`src/hw/rtl/srmt_pkg.sv`:
```
package srmt_pkg;

  localparam int MAX_ENTRIES = 32;
  localparam int LAP_W = (MAX_ENTRIES > 1) ? $clog2(MAX_ENTRIES) : 1;
  localparam int CNT_W = $clog2(MAX_ENTRIES + 1);

  typedef enum logic [1:0] {
    OP_ADD    = 2'd0,
    OP_FILTER = 2'd1,
    OP_READ   = 2'd2,
    OP_CLEAR  = 2'd3
  } op_t;

  typedef enum logic [1:0] {
    ACT_EXT,
    ACT_MERGE,
    ACT_INS
  } act_t;

  typedef enum logic [3:0] {
    ST_IDLE,
    ST_ADD_SCAN,
    ST_ADD_DECIDE,
    ST_MERGE_A,
    ST_MERGE_B,
    ST_ADD_APPLY,
    ST_FILT_LAP,
    ST_FILT_PACK,
    ST_READ_LAP,
    ST_FINISH
  } state_t;

  typedef struct packed {
    logic [63:0] phys;
    logic [63:0] virt;
    logic [63:0] span;
  } entry_t;

  // rot: whole row moves one place toward the head
  // pack: cells from the first hole onward move one place toward the head
  typedef struct packed {
    logic rot;
    logic pack;
  } cell_ctl_t;

endpackage

```
`src/hw/rtl/srmt_cell.sv`:
```
module srmt_cell (
  input  logic                clk,
  input  srmt_pkg::cell_ctl_t ctl,
  input  srmt_pkg::entry_t    right_entry,
  input  logic                right_hole,
  input  logic                shift_in,
  output srmt_pkg::entry_t    entry,
  output logic                hole,
  output logic                shift_out
);
  import srmt_pkg::*;

  // once a hole is seen, everything behind it slides forward
  assign shift_out = shift_in | hole;

  always_ff @(posedge clk) begin
    if (ctl.rot || (ctl.pack && shift_out)) begin
      entry <= right_entry;
      hole  <= right_hole;
    end
  end

endmodule

```
`config.mk`:
```
export PLATFORM = sky130hd
export DESIGN_NAME = srmt_cell
export DESIGN_NICKNAME = d
export VERILOG_FILES = /design/src/hw/rtl/srmt_pkg.sv /design/src/hw/rtl/srmt_cell.sv
export SDC_FILE = /design/constraint.sdc
export NUM_CORES = 1
export LEC_CHECK = 0
export BUFFER_PORTS_ARGS = -buffer_cell sky130_fd_sc_hd__buf_2
export CAP_MARGIN = 5
export CORE_AREA = 2 2 153 155
export DETAILED_ROUTE_END_ITERATION = 8
export DIE_AREA = 0 0 155 157
export GPL_TIMING_DRIVEN = 1
export PLACE_DENSITY = 0.54
export SLEW_MARGIN = 0
export SYNTH_ARGS = -nofsm -noshare
export SYNTH_HDL_FRONTEND = slang
export SYNTH_SLANG_ARGS = --single-unit
```
`constraint.sdc`:
```
create_clock -name clk -period 12.3 [get_ports clk]
set_input_delay 1.23 -clock clk [delete_from_list [all_inputs] [get_ports clk]]
set_output_delay 1.23 -clock clk [all_outputs]
set_load 0.005 [all_outputs]
```
Yosys cells after proc, flatten, opt, wreduce, memory -nomap -nowiden
Cells that the tools add are included.
{"block": "totals", "ff_bits": 193, "word_cells": 7, "inputBits": 197, "output_inout_bits": 194}
{"block": "op_classes", "bitwise_logic": 1, "reduce_logical": 2}
{"cell": "1-bit logical AND", "count": 1}
{"cell": "1-bit logical OR", "count": 1}
{"cell": "1-bit bitwise OR", "count": 1}

Longest topological paths before layout
{"block": "depth", "word_depth": 3, "depth_mapped": 2, "mapped_depth_nobuf": 2}

Worst setup path after synthesis
OpenSTA, ideal clock, no wires.
{"block": "synth_timing", "kind": "input-to-reg", "from": "in shift_in", "to": "reg entry[0] in the netlist's numbering, enable pin", "required_ps": 11746, "setup_time_ps": 554, "n_path_buf": 0, "path_stages": 2, "setup_slack_ps": 6502, "arrival_time_ps": 5244, "path_cell_list": "or2_4 > a21o_1"}
{"block": "synth_via", "elab_chain_cells": 3}
{"item": "start, declared", "line_no": "srmt_cell.sv:6", "text": "input logic shift_in,"}
{"item": "1-bit bitwise OR", "line_no": "srmt_cell.sv:14", "text": "assign shift_out = shift_in | hole;"}
{"item": "1-bit logical AND", "line_no": "srmt_cell.sv:17", "text": "if (ctl.rot || (ctl.pack && shift_out)) begin"}
{"item": "1-bit logical OR", "line_no": "srmt_cell.sv:17"}
{"item": "end signal, assigned", "line_no": "srmt_cell.sv:18", "text": "entry <= right_entry;"}
{"item": "end, declared", "line_no": "srmt_cell.sv:7", "text": "output srmt_pkg::entry_t entry,"}
Every way passes these cells.
A chain may end at the register's enable or synchronous reset.

Worst setup path after layout
{"block": "layout_timing", "from": "in shift_in", "to": "out shift_out"}
{"block": "layout_via", "elab_chain_cells": 1}
{"item": "1-bit bitwise OR", "line_no": "srmt_cell.sv:14"}
{"item": "end, declared", "line_no": "srmt_cell.sv:9", "text": "output logic shift_out"}
Every way passes these cells.

==> results.yml <==
floorplanning:
  placementRows: 55
  core_area_mm2: 0.02250
  io-pin-count: 391
  die_w_um: 155
  initial_core_util: 0.2583
  die_h_um: 157
  die_area_mm2: 0.02434
placement:
  post-place-cells: 872
  io_buffer_count: 390
  hpwl_um: 11430
  place_congestion: 0.7503
route:
  drc: 0
  ant_nets: 0
  routed_wl_um: 14920
  drtPass1Iterations: 4
  viasPerCell: 3.901
  wl_per_cell_um: 16.49
  vias: 3530
  drt_iter0_drc: 162
sta:
  finalSetupTns_ns: 0
  max_slew_margin: 0.3197
  setup_violations: 0
  finalHoldViolations: 0
  rsz0062_at_grt: "false"
  clock_skew_ns: 0.007045
  period_minus_slack_ns: 2.920
  post-route-period-util: 0.2374
  drv_slew: 0
  fin_hold_ws_ns: 0.9788
  worstMarginPinSlew_ns: 1.020
  clock.fmax_mhz: 342.5
global_routing:
  grtUsageTotal: 0.1178
  antenna_found_initial: 0
  grt_pass1_wl_um: 21270
  grt_max_degree: 82
  grt_overflow: 0
  grt_pass1_vias: 3877
logic_synthesis:
  ys_warn_count: 0
  netlist_area_mm2: 0.005812
  synth_nets: 392
  ys_seq_area_frac: 0.9972
  synthMuxAreaShare: 0
  ys_ff_latch: 193
  yosys.area_share.xor_xnor: 0
  synth.avg_cell_area_um2: 29.80
  synthCells: 195
  synth_top_family_by_area: "simple AND/OR/NAND/NOR gates"
  ys_types: 3
  synth_adder_area_share: 0
  synthSimpleGateAreaFrac: 0.001507
  synth_compound_area_frac: 0.001292
min_path:
  holdCritStartpoint: "right_entry[118]"
  hold_class: "in -> reg"
  holdPathEnd: "entry[118]"
  holdPathStages: 1
worst_setup_path:
  worst_setup_path_start_kind: "primary input"
  r2r_end: "entry[50]"
  critPathRequiredTime_ns: 11.07
  rr_startpoint: "hole"
  crit_path_end_kind: "output port"
  worstSetupPathType: "in -> out"
  reg2reg_slack_ns: 10.13
  reg2regPathDepth: 3
  cp.arrival_ns: 1.69
  critical_path.max_fanout: 2
power:
  power.leakage_nw: 3.770
  max-vdd-ir-drop_v: 0.00007367
  cellPowerDensity_mw_per_mm2: 161.9
clock_tree:
  ctsResizeCount: 0
  cts_tree: "done"
  cts_setup_buffers: 0
  cts-root-buf: "clkbuf_16"
  cts_hold_buf: 0
  clock-sinks: 193
  h-tree-depth: 4
  clockBufferDepth: 2
  numCtsBuffers: 17
  clk_latency_ns: 0.41
  path_clk_slew_ns: 0.08
finish:
  nets: 803
  drive_gt1_frac: 0.6834
  instances_no_fill: 905
  area_growth_pct: 49.64
outcome:
  status: "finished clean"
flow_run:
  maxCapViolCount: 0
## worst max-delay path by stage
stage                         from         to  slack [ns]  cells past startpoint
final                     shift_in  shift_out        9.38                      3
after global routing      shift_in  shift_out        9.36                      3
after CTS                 shift_in  shift_out        9.38                      3
after detailed placement  shift_in  entry[60]        9.14                      4
after global placement    shift_in  entry[92]        9.23                      4
after floorplan           shift_in   entry[0]        6.50                      2
## placed cells by master, fill, tap and decap left out
| cell type | n |
|---|---|
| a21o_4 | 1 |
| or2_4 | 1 |
| buf_4 | 2 |
| diode_2 | 1 |
| clkbuf_16 | 17 |
| inv_8 | 4 |
| inv_6 | 1 |
| buf_2 | 390 |
| clkinv_4 | 7 |
| clkinv_1 | 3 |
| edfxtp_1 | 193 |
## critical path: stages
cell and delay [ns]:
buf_2 0.09, or2_4 0.23, buf_2 0.13
## cell usage after synthesis
master / count / share of area
edfxtp_1: 193 / 1.0
a21o_1: 1 / 0.0013
or2_4: 1 / 0.0015
## kinds of logic (layout without fill, tap and decap cells)
| group | Yosys count | after routing |
|---|---|---|
| buffers and inverters | 0 | 424 |
| other | 0 | 1 |
| DFF | 193 | 193 |
| and+or+nand+nor | 1 | 1 |
| AOI/OAI and AO/OA | 1 | 1 |
## power by group
group	internal, W	total [W]	switching [W]
Combinational	0.0000507	0.000101	0.0000503
Clock	0.000265	0.000517	0.000251
Sequential	0.000779	0.000790	0.0000117
Total	0.00109	0.00141	0.000313
## through the flow
stage	util	cell area, um2	power (W)	worst slack, ns
finish	0.3865	8697	0.001408	9.380
floorplan	-	5812	0.0008291	6.502
CTS	0.3864	8695	0.001433	9.375
global route	0.3864	8695	0.001471	9.363
detailed placement	0.3619	8143	0.0009096	9.138
global placement	0.3619	8143	0.0009058	9.232
## routing by layer
metal  wire length, um  share of wire  GRT usage  vias up
li1                  -              -          -     1624
met1              5362           0.36     0.1272     1653
met2              7621           0.51     0.2000      232
met3              1623           0.11    0.04928       21
met4               314          0.021    0.05820        0
met5                 0              0          0        -
## cell type report
cell class              count  area [um2]
fillers                  2135       13810
clock buffers              17       425.4
repair buffers            392        1967
diodes                      1       2.502
multi-input cells           2       23.77
well taps                 285       356.6
clock inverters            15       126.4
flip-flops and latches    193        5796
## state kept, by name, indices dropped and copies added, names as in the netlist
name / flops
entry: 192
hole: 1
Note: power is estimated with default switching activity, not from simulation.
